File: config.mk
export PLATFORM = sky130hd
export DESIGN_NAME = integer_set_table_unit_flat
export DESIGN_NICKNAME = d
export VERILOG_FILES = /design/src/sv/ist_pkg.sv /design/src/sv/ist_req_if.sv /design/src/sv/ist_rsp_if.sv /design/src/sv/integer_set_table_unit.sv /design/src/flat_wrapper.sv
export SDC_FILE = /design/constraint.sdc
export NUM_CORES = 2
export LEC_CHECK = 0
export BUFFER_PORTS_ARGS = -buffer_cell sky130_fd_sc_hd__buf_2
export CAP_MARGIN = 15
export CORE_AREA = 2 2 386 388
export DETAILED_ROUTE_END_ITERATION = 6
export DIE_AREA = 0 0 388 390
export PLACE_DENSITY_LB_ADDON = 0.08
export SYNTH_ARGS = -nofsm -noshare
export SYNTH_HDL_FRONTEND = slang
export SYNTH_SLANG_ARGS = --single-unit
File: constraint.sdc
create_clock -name i_clk -period 16.5 [get_ports i_clk]
set_clock_uncertainty 0.2 [all_clocks]
set_input_delay 1.65 -clock i_clk [delete_from_list [all_inputs] [get_ports i_clk]]
set_output_delay 1.65 -clock i_clk [all_outputs]
set_load 0.01 [all_outputs]
File: src/sv/ist_pkg.sv
`default_nettype none
package ist_pkg;

    localparam int CAPACITY_DEF = 64;
    localparam int OP_W         = 2;
    localparam int VALUE_W      = 32;
    localparam int POS_W        = 6;
    localparam int STATUS_W     = 2;
    localparam int COUNT_W      = 7;

    typedef enum logic [OP_W-1:0] {
        OP_LOOKUP = 2'd0,
        OP_INSERT = 2'd1,
        OP_REMOVE = 2'd2
    } t_op;

    typedef enum logic [STATUS_W-1:0] {
        ST_DONE      = 2'd0,
        ST_NO_CHANGE = 2'd1,
        ST_FULL      = 2'd2
    } t_status;

    typedef enum logic [2:0] {
        S_IDLE,
        S_SCAN,
        S_SHIFT,
        S_FINISH,
        S_RESP
    } t_state;

endpackage
`default_nettype wire

File: src/sv/ist_req_if.sv
`default_nettype none
interface ist_req_if import ist_pkg::*; ();
    logic                      valid;
    logic                      ready;
    logic [OP_W-1:0]           op;
    logic signed [VALUE_W-1:0] value;

    modport source (output valid, output op, output value, input ready);
    modport sink   (input valid, input op, input value, output ready);
endinterface
`default_nettype wire

File: src/sv/ist_rsp_if.sv
`default_nettype none
interface ist_rsp_if import ist_pkg::*; ();
    logic                      valid;
    logic                      ready;
    logic                      found;
    logic [POS_W-1:0]          position;
    logic [STATUS_W-1:0]       status;
    logic [COUNT_W-1:0]        element_count;
    logic                      is_empty;
    logic signed [VALUE_W-1:0] min_value;
    logic signed [VALUE_W-1:0] max_value;

    modport source (output valid, output found, output position, output status,
                    output element_count, output is_empty, output min_value,
                    output max_value, input ready);
    modport sink   (input valid, input found, input position, input status,
                    input element_count, input is_empty, input min_value,
                    input max_value, output ready);
endinterface
`default_nettype wire

File: src/sv/integer_set_table_unit.sv
// a request is taken in idle, then every live entry is read and compared in the scan,
// a remove that hits shifts the entries above the hit one place down, the finish step
// appends an inserted value and updates the count; one table entry is read per cycle
// through the single read port of the table memory
// throughput: one request at a time, the next is taken once the response is taken
// reset: element count cleared, table contents are left as they are (no clearing pass)
`default_nettype none
module integer_set_table_unit import ist_pkg::*; #(
    parameter int CAPACITY = CAPACITY_DEF
) (
    input  wire        i_clk,
    input  wire        i_rst_n,
    ist_req_if.sink    i_req,
    ist_rsp_if.source  o_rsp
);

    localparam int AW = (CAPACITY > 1) ? $clog2(CAPACITY) : 1;
    localparam int CW = $clog2(CAPACITY + 1);

    logic signed [VALUE_W-1:0] r_mem [CAPACITY];
    logic signed [VALUE_W-1:0] r_rdata;

    t_state                    r_state, n_state;
    logic [CW-1:0]             r_count;
    logic [CW-1:0]             r_idx;
    logic                      r_pend;
    logic [AW-1:0]             r_pidx;
    logic [OP_W-1:0]           r_op;
    logic signed [VALUE_W-1:0] r_value;
    logic                      r_found;
    logic [AW-1:0]             r_pos;
    logic                      r_any;
    logic signed [VALUE_W-1:0] r_mn, r_mx;
    t_status                   r_status;

    // combinational control
    logic                      rd_en;
    logic                      we;
    logic [AW-1:0]             waddr;
    logic signed [VALUE_W-1:0] wdata;
    logic [AW-1:0]             raddr;
    logic                      full;
    logic                      append;
    logic                      inc_v;
    t_status                   n_status;
    logic [CW-1:0]             n_count;
    logic signed [VALUE_W-1:0] n_min, n_max;

    assign full   = (r_count == CW'(CAPACITY));
    assign append = (r_op == OP_INSERT) && !r_found && !full;
    assign raddr  = r_idx[AW-1:0];

    // next state
    always_comb begin
        n_state = r_state;
        case (r_state)
            S_IDLE: begin
                if (i_req.valid) n_state = S_SCAN;
            end
            S_SCAN: begin
                if (!rd_en && !r_pend) begin
                    if (r_op == OP_REMOVE && r_found) n_state = S_SHIFT;
                    else n_state = S_FINISH;
                end
            end
            S_SHIFT: begin
                if (!rd_en && !r_pend) n_state = S_FINISH;
            end
            S_FINISH: n_state = S_RESP;
            S_RESP: begin
                if (o_rsp.ready) n_state = S_IDLE;
            end
            default: n_state = S_IDLE;
        endcase
    end

    // outputs and memory control
    always_comb begin
        i_req.ready = 1'b0;
        o_rsp.valid = 1'b0;
        rd_en       = 1'b0;
        we          = 1'b0;
        waddr       = r_pidx - AW'(1);
        wdata       = r_rdata;
        case (r_state)
            S_IDLE:  i_req.ready = 1'b1;
            S_SCAN:  rd_en = (r_idx < r_count);
            S_SHIFT: begin
                rd_en = (r_idx < r_count);
                // entry i+1 lands one place down
                we    = r_pend;
            end
            S_FINISH: begin
                we    = append;
                waddr = r_count[AW-1:0];
                wdata = r_value;
            end
            S_RESP:  o_rsp.valid = 1'b1;
            default: ;
        endcase
    end

    // result of the request once the scan is over
    always_comb begin
        n_status = ST_DONE;
        n_count  = r_count;
        inc_v    = r_found;
        case (r_op)
            OP_INSERT: begin
                if (r_found) n_status = ST_NO_CHANGE;
                else if (full) n_status = ST_FULL;
                if (append) n_count = r_count + CW'(1);
                inc_v = r_found || !full;
            end
            OP_REMOVE: begin
                if (!r_found) n_status = ST_NO_CHANGE;
                else n_count = r_count - CW'(1);
                inc_v = 1'b0;
            end
            default: ;
        endcase
        if (n_count == '0) begin
            n_min = '0;
            n_max = '0;
        end else if (!r_any) begin
            n_min = r_value;
            n_max = r_value;
        end else if (inc_v) begin
            n_min = (r_value < r_mn) ? r_value : r_mn;
            n_max = (r_value > r_mx) ? r_value : r_mx;
        end else begin
            n_min = r_mn;
            n_max = r_mx;
        end
    end

    always_ff @(posedge i_clk) begin
        if (we) r_mem[waddr] <= wdata;
        r_rdata <= r_mem[raddr];
    end

    always_ff @(posedge i_clk) begin
        if (!i_rst_n) begin
            r_state <= S_IDLE;
            r_count <= '0;
            r_pend  <= 1'b0;
        end else begin
            r_state <= n_state;
            r_pend  <= rd_en;
            if (r_state == S_FINISH) r_count <= n_count;
        end
    end

    always_ff @(posedge i_clk) begin
        if (rd_en) begin
            r_idx  <= r_idx + CW'(1);
            r_pidx <= r_idx[AW-1:0];
        end
        case (r_state)
            S_IDLE: begin
                r_op    <= i_req.op;
                r_value <= i_req.value;
                r_found <= 1'b0;
                r_pos   <= '0;
                r_any   <= 1'b0;
                r_idx   <= '0;
            end
            S_SCAN: begin
                if (r_pend) begin
                    if (r_rdata == r_value) begin
                        r_found <= 1'b1;
                        r_pos   <= r_pidx;
                    end else begin
                        // extremes of everything but the requested value
                        if (!r_any || r_rdata < r_mn) r_mn <= r_rdata;
                        if (!r_any || r_rdata > r_mx) r_mx <= r_rdata;
                        r_any <= 1'b1;
                    end
                end
                if (n_state == S_SHIFT) r_idx <= CW'(r_pos) + CW'(1);
            end
            S_FINISH: begin
                r_status <= n_status;
                r_mn     <= n_min;
                r_mx     <= n_max;
            end
            default: ;
        endcase
    end

    assign o_rsp.found         = r_found;
    assign o_rsp.position      = r_found ? POS_W'(r_pos) : '0;
    assign o_rsp.status        = r_status;
    assign o_rsp.element_count = COUNT_W'(r_count);
    assign o_rsp.is_empty      = (r_count == '0);
    assign o_rsp.min_value     = r_mn;
    assign o_rsp.max_value     = r_mx;

    a_count_bound: assert property (@(posedge i_clk) disable iff (!i_rst_n)
        r_count <= CW'(CAPACITY))
        else $error("element count beyond capacity");

    a_one_at_a_time: assert property (@(posedge i_clk) disable iff (!i_rst_n)
        o_rsp.valid |-> !i_req.ready)
        else $error("request taken while a response is pending");

    a_shift_in_range: assert property (@(posedge i_clk) disable iff (!i_rst_n)
        (r_state == S_SHIFT && we) |-> (CW'(waddr) + CW'(1) < r_count))
        else $error("shift write outside the live entries");

    a_count_changes_on_finish: assert property (@(posedge i_clk)
        (i_rst_n && $past(i_rst_n) && $past(r_state) != S_FINISH)
            |-> r_count == $past(r_count))
        else $error("element count changed outside the finish step");

    a_full_only_at_capacity: assert property (@(posedge i_clk) disable iff (!i_rst_n)
        (o_rsp.valid && r_status == ST_FULL) |-> r_count == CW'(CAPACITY))
        else $error("table full reported below capacity");

endmodule
`default_nettype wire
File: src/flat_wrapper.sv
// flat-port wrapper written by rule: the top's interface ports become plain ports
module integer_set_table_unit_flat import ist_pkg::*;
#(
    parameter int CAPACITY = CAPACITY_DEF
)
  (i_clk, i_rst_n, i_req_valid, i_req_op, i_req_value, i_req_ready, o_rsp_valid, o_rsp_found, o_rsp_position, o_rsp_status, o_rsp_element_count, o_rsp_is_empty, o_rsp_min_value, o_rsp_max_value, o_rsp_ready);
  ist_req_if i_req_i ();
  ist_rsp_if o_rsp_i ();
  input  wire i_clk;
  input  wire i_rst_n;
  input wire logic [$bits(i_req_i.valid)-1:0] i_req_valid;
  input wire logic [$bits(i_req_i.op)-1:0] i_req_op;
  input wire logic [$bits(i_req_i.value)-1:0] i_req_value;
  output wire logic [$bits(i_req_i.ready)-1:0] i_req_ready;
  output wire logic [$bits(o_rsp_i.valid)-1:0] o_rsp_valid;
  output wire logic [$bits(o_rsp_i.found)-1:0] o_rsp_found;
  output wire logic [$bits(o_rsp_i.position)-1:0] o_rsp_position;
  output wire logic [$bits(o_rsp_i.status)-1:0] o_rsp_status;
  output wire logic [$bits(o_rsp_i.element_count)-1:0] o_rsp_element_count;
  output wire logic [$bits(o_rsp_i.is_empty)-1:0] o_rsp_is_empty;
  output wire logic [$bits(o_rsp_i.min_value)-1:0] o_rsp_min_value;
  output wire logic [$bits(o_rsp_i.max_value)-1:0] o_rsp_max_value;
  input wire logic [$bits(o_rsp_i.ready)-1:0] o_rsp_ready;
  assign i_req_i.valid = i_req_valid;
  assign i_req_i.op = i_req_op;
  assign i_req_i.value = i_req_value;
  assign i_req_ready = i_req_i.ready;
  assign o_rsp_valid = o_rsp_i.valid;
  assign o_rsp_found = o_rsp_i.found;
  assign o_rsp_position = o_rsp_i.position;
  assign o_rsp_status = o_rsp_i.status;
  assign o_rsp_element_count = o_rsp_i.element_count;
  assign o_rsp_is_empty = o_rsp_i.is_empty;
  assign o_rsp_min_value = o_rsp_i.min_value;
  assign o_rsp_max_value = o_rsp_i.max_value;
  assign o_rsp_i.ready = o_rsp_ready;
  integer_set_table_unit #(.CAPACITY(CAPACITY)) u_core (.i_clk(i_clk), .i_rst_n(i_rst_n), .i_req(i_req_i), .o_rsp(o_rsp_i));
endmodule
==> Yosys cells after proc, flatten, opt, wreduce, memory -nomap -nowiden <==
Memory sizes are Yosys's and may differ from the RTL's. A register that Yosys moved wholly into a read port is not among the register bits.
Cells that the tools add are included.
{ "totals": {"reg_bits": 132, "mem_bits_rw": 2048, "input_bits": 38, "out_inout_bits": 83, "wordCells": 114, "memories": 1} }
{ "mem_list": {"columns": ["memory", "words", "word_bits", "read_ports", "rd_clocked_by_memory_dff", "write_ports", "line", "source"], "rows": [
  ["u_core.r_mem", 64, 32, 1, 1, 1, "integer_set_table_unit.sv:20", "logic signed [VALUE_W-1:0] r_mem [CAPACITY];"]
]} }
{ "classes": {"addsub": 5, "order_cmp": 5, "eq_ne": 17, "mux": 51, "reduce_logical": 22} }
{ "ops": {"columns": ["operator", "count"], "rows": [
  ["$mux 32", 15],
  ["$pmux 32 s2", 2],
  ["$gt 32x32->1", 2],
  ["$lt 32x32->1", 2],
  ["$eq 32x32->1", 1],
  ["$mux 7", 4],
  ["$pmux 7 s2", 2],
  ["$mux 6", 4],
  ["$pmux 3 s5", 1],
  ["$add 7x1->7 const B", 2],
  ["$logic_not 7->1", 2],
  ["$mux 3", 4],
  ["$ne 4x4->1 const B", 3],
  ["$pmux 6 s2", 1],
  ["$reduce_and 6->1", 2],
  ["$mux 1", 11],
  ["$eq 3x2->1 const B", 3],
  ["$ne 2x1->1 const B", 4],
  ["$pmux 1 s2", 4],
  ["$add 6x1->7 const B", 1],
  ["$eq 7x7->1 const B", 1],
  ["$lt 7x7->1", 1],
  ["$sub 7x1->7 const B", 1],
  ["$reduce_and 3->1", 2],
  ["14 further kinds", 25]
]} }

==> Depth between registers and ports, before layout <==
{ "logic_depth": {"ltp_word": 10, "ltp_mapped": 11, "ltp_nobuf": 9} }

==> Least setup slack after synthesis <==
Ideal clock, no wire load.
{ "synth_path": {"path_type": "register to register", "startpoint": "reg u_core.r_op[0]", "endpoint": "reg u_core.r_mn[0], in the netlist u_core.o_rsp.min_value[0], enable pin", "setup_time_ns": 0.475, "arrival_ns": 4.706, "required_ns": 15.825, "setup_slack_ns": 11.119, "path_stages_with_launch": 10, "n_path_buf": 0, "synth_period_minus_slack_ns": 5.381, "path_cell_list": "edfxtp_1 -> inv_1 -> ha_1 -> or4b_1 -> nor4_1 -> xnor2_1 -> o221ai_1 -> nor4_2 -> nor3_1 -> a221oi_1"} }
{ "synth_between": {"elab_chain_cells": 8, "elab_cells_between_ends": 11, "classes_between": "eq/ne: 4; mux: 3; reduce/logical: 4"} }
{ "synth_rtl": {"columns": ["element", "line", "source"], "rows": [
  ["from (decl)", "integer_set_table_unit.sv:28", "logic [OP_W-1:0] r_op;"],
  ["from (signal assigned)", "integer_set_table_unit.sv:161", "r_op <= i_req.op;"],
  ["$eq 2x1->1", "integer_set_table_unit.sv:50, integer_set_table_unit.sv:108", null],
  ["$logic_and 1x1->1 (2 in a row)", "integer_set_table_unit.sv:50", "assign append = (r_op == OP_INSERT) && !r_found && !full;"],
  ["$mux 7", "integer_set_table_unit.sv:112", "if (append) n_count = r_count + CW'(1);"],
  ["$pmux 7 s2", "integer_set_table_unit.sv:108", "case (r_op)"],
  ["$logic_not 7->1", "integer_set_table_unit.sv:122", "if (n_count == '0) begin"],
  ["$ne 4x4->1 (no line)", null, null],
  ["$reduce_and 6->1 (no line) *", null, null],
  ["to (signal assigned)", "integer_set_table_unit.sv:175", "if (!r_any || r_rdata < r_mn) r_mn <= r_rdata;"],
  ["to (signal assigned)", "integer_set_table_unit.sv:184", "r_mn <= n_min;"],
  ["to (decl)", "integer_set_table_unit.sv:33", "logic signed [VALUE_W-1:0] r_mn, r_mx;"]
]} }
Mark *: on every way between the ends. The rest lies on a longest branch, timed or not.
A chain may end at the register's enable or synchronous reset.

==> run summary <==
The flow ran to the end, and the final reports show no timing, DRC or antenna violations. In this run the critical register-to-register path is captured at u_core.r_rdata[28]$_DFF_P_. The synthesized design contains 2162 enable-type register cells.

The count of nets left with antenna violations once routing finished came out at 0. Synthesis produced 3948 cells. The number of distinct library cells after synthesis is 68. The number of violations reported at the end of detailed-routing iteration 0 is 4933. The region available for standard cell placement spans 147100 µm². The floorplan step defined a die boundary enclosing 151300 µm². IR analysis of the VDD net gives a maximum drop of 0.0001294 V. After clock tree synthesis, the flow added hold-fix buffers numbering 0. The number of global-route vias before repair came out at 42510. The setup path with the least slack is of type reg2reg. The final wirelength came out at 214800 µm. TritonCTS built the clock tree.

Of the cells placed in the final design, the portion with a size suffix greater than 1 is 30.73%. The initial antenna violation count is 10. Ranked by total cell area, the synthesized netlist is headed by sky130_fd_sc_hd__edfxtp_1 (74%), sky130_fd_sc_hd__mux4_2 (17%), sky130_fd_sc_hd__ha_1 (2.0%). The Yosys step of the flow raised 0 warnings. The post-placement cell count came out at 5934.

The part of the cycle the worst path needs is 34.12%. The slew at the pin closest to its max-slew limit is 1.118 ns. The post-placement setup slack is 10.71 ns.

The endpoint arrival time on the critical path is 6.15 ns. The worst reg2reg path startpoint is u_core.r_idx[0]$_DFF_P_. The number of detailed-route iterations in the first pass is 5. The global placer's final weighted congestion came out at 0.8874. At the later pin of the worst-skew pair, clock insertion delay measures 0.86 ns.

The final standard cell utilization of the core came out at 67.22%. Setup slack on the worst reg-to-reg path comes out at 10.87 ns. The via count came out at 42870. The capture endpoint of the worst hold path is u_core.r_idx[0]$_DFF_P_. The largest net degree at the start of global routing is 145. The count of endpoints failing hold in the final timing report is 0.

The finished layout holds 6359 standard cells, fillers aside. Summed over all cells, the static leakage comes to 0.03115 µW. The final layout contains 4416 nets. Leaving out fill and tap cells, the most frequent cell in the layout is sky130_fd_sc_hd__edfxtp_1. sky130_fd_sc_hd__edfxtp_1 takes more of the synthesized area than any other cell. The start point of the worst min-delay path is u_core.r_pos[0]$_SDFFCE_PN0P_. The data required time of the worst path came out at 17.02 ns. The most used flip-flop cell after synthesis is sky130_fd_sc_hd__edfxtp_1. The top cell types in the final layout, fill and taps aside, are sky130_fd_sc_hd__edfxtp_1 (2162), sky130_fd_sc_hd__mux4_2 (672), sky130_fd_sc_hd__clkbuf_16 (216). The share of flip-flops with an asynchronous set or reset after synthesis is 0%. The number of placement rows came out at 141. The number of buffers inserted by port buffering is 120. Setup repair after global routing left no endpoint under its margin. The number of register bits inferred by synthesis is 2212. The area share of the leading cell type in the synthesized netlist is 74.07%. The worst setup path is captured at a register. The average instance area after synthesis is 22.20 µm². The aggregate global-route resource usage is 28.95%. The total nets after synthesis is 4126. The synthesis-to-finish area growth is 12.85%.

The chip width came out at 388 µm. The post-cts resize count came out at 0. The mapped netlist covers 87650 µm². In this run, CTS created clock tree buffers numbering 214. The clock period minus worst slack came out at 5.630 ns. The remaining routing DRC violations came out at 0. The relative slew slack came out at 25.47%. The number of max-cap violations is 0. The minimum hold slack came out at 0.3439 ns. The number of slew-limit violations in the final report was 0.

Along the worst path, the maximum fanout reaches 51. The deepest level of the CTS H-tree is 4. The worst setup path is launched from a register.

The length in cells of the worst reg-to-reg path came out at 6. The number of failing setup endpoints in the final timing report came out at 0. The via count normalized by instance count is 6.742.

The final-layout setup total negative slack came out at 0 ns. Measured along the y axis, the die boundary spans 390 µm. The clock passes through at most 3 buffers.

Clock tree synthesis found a total of 2212 sinks. The HPWL after detailed placement is 120900 µm. After clock tree synthesis, the clock-pin slew on the worst setup and hold paths is 0.07 ns. Post-CTS timing repair inserted 0 buffers for setup. The number of cells traversed by the worst hold path came out at 1. The tightest min-delay check is of the reg2reg type. The total overflow reported by the global router is 0. The first global-routing pass estimated 308600 µm of wire. The root buffer cell chosen for the clock tree is sky130_fd_sc_hd__clkbuf_16.

The average wire length per cell after detail routing is 33.78 µm. Timing would allow up to 0.1776 GHz. The part of the Yosys area used for sequential elements came out at 75.21%. The initial core utilization is 59.57%.

The number of primary I/O pins came out at 121. The count of filler cells inserted in the layout is 9286. In the post-route analysis, the smallest setup slack over all paths is 10.87 ns. The power density of the placed cells is 161.2 nW/µm².
[per-layer routing]
layer	vias to the layer above	share of wire (%)	global-route usage (%)
li1	17300	-	-
met4	2	2.2	7.195
met2	2155	48	44.61
met3	297	9.2	4.588
met1	23110	41	44.44
met5	-	0.0061	0
[flip-flops by register name (all words and copies together), names as in the netlist]
signal	count
u_core.r_pidx	6
u_core.r_any	1
u_core.r_rdata	32
u_core.r_pos	6
u_core.r_mem	2048
u_core.o_rsp.min_value	32
u_core.r_value	32
u_core.o_rsp.found	1
u_core.o_rsp.element_count	7
u_core.o_rsp.status	2
u_core.o_rsp.max_value	32
u_core.r_idx	7
u_core.r_state	3
u_core.r_pend	1
u_core.r_op	2
[critical path, stage by stage (launching register included)]
cell                      delay, ns
sky130_fd_sc_hd__dfxtp_4       0.94
sky130_fd_sc_hd__buf_4         0.90
sky130_fd_sc_hd__buf_4         0.71
sky130_fd_sc_hd__buf_4         0.90
sky130_fd_sc_hd__mux4_2        0.60
sky130_fd_sc_hd__mux4_2        0.61
sky130_fd_sc_hd__mux4_2        0.49
[synth_stat cells (all sizes together) (3+ instances only)]
| master | count |
|---|---|
| xnor2 | 12 |
| xor2 | 37 |
| o221ai | 3 |
| ha | 140 |
| a2111oi | 3 |
| a21oi | 57 |
| nand4b | 3 |
| o21a | 4 |
| o22ai | 11 |
| nor4 | 20 |
| and4 | 10 |
| nor3b | 5 |
| nor2b | 7 |
| o21ai | 26 |
| nand3 | 12 |
| inv | 93 |
| or2 | 3 |
| a311oi | 3 |
| o211ai | 7 |
| or3 | 4 |
| clkbuf | 92 |
| nor3 | 16 |
| nand2b | 11 |
| a21boi | 4 |
| a22o | 31 |
| o31a | 3 |
| a221oi | 5 |
| nand4 | 19 |
| a211oi | 6 |
| and3 | 5 |
| edfxtp | 2162 |
| o31ai | 5 |
| nor2 | 109 |
| nand2 | 153 |
| mux2i | 3 |
| buf | 90 |
| dfxtp | 50 |
| nand3b | 4 |
| a21o | 19 |
| a31oi | 4 |
| and2 | 6 |
| mux4 | 672 |
[where the power goes]
group | internal [µW] | switching (µW) | total (µW) | leakage, µW
registers | 7270 | 363 | 7640 | 0.0199
logic | 1180 | 2170 | 3350 | 0.00776
clock network | 2860 | 2090 | 4950 | 0.00348
total | 11300 | 4630 | 15900 | 0.0312
[worst max path at each step]
stage	start	end	depth (start not counted)
floorplan	u_core.r_op[0]$_DFFE_PP_	u_core.o_rsp.min_value[0]$_DFFE_PP_	9
global placement	u_core.r_idx[0]$_DFF_P_	u_core.r_rdata[28]$_DFF_P_	6
detailed placement	u_core.r_idx[0]$_DFF_P_	u_core.r_rdata[31]$_DFF_P_	6
CTS	u_core.r_idx[0]$_DFF_P_	u_core.r_rdata[31]$_DFF_P_	6
global route	u_core.r_idx[0]$_DFF_P_	u_core.r_rdata[28]$_DFF_P_	6
finish	u_core.r_idx[0]$_DFF_P_	u_core.r_rdata[28]$_DFF_P_	6
[cell families after synthesis]
group,count (synthesis),synth area share [%]
multiplexers,676,17.31
XOR/XNOR,49,0.4896
adder cells (fa/ha/maj),140,1.999
AO/OA/AOI/OAI,200,1.535
flip-flops,2212,75.21
AND/OR/NAND/NOR,395,2.126
buffers and inverters,276,1.323
[per-stage QoR]
stage | cell area, µm² | total power (µW)
after floorplan | 87650 | 9642
after global placement | 91380 | 10910
after detailed placement | 91380 | 10990
after CTS | 98560 | 15910
after global routing | 98900 | 16500
final | 98910 | 15940
[layout make-up]
class	count	area, µm²	share of cell area, %
antenna	3	7.507	0.007590
sequential	2212	65940	66.67
multi-input combinational	1460	21150	21.39
tap	1930	2415	2.441
inverter	94	360.3	0.3643
clock buffer	272	5715	5.779
timing repair buffer	256	1857	1.877
clock inverter	132	1460	1.476
No activity file was read; power rests on OpenSTA's default activity.
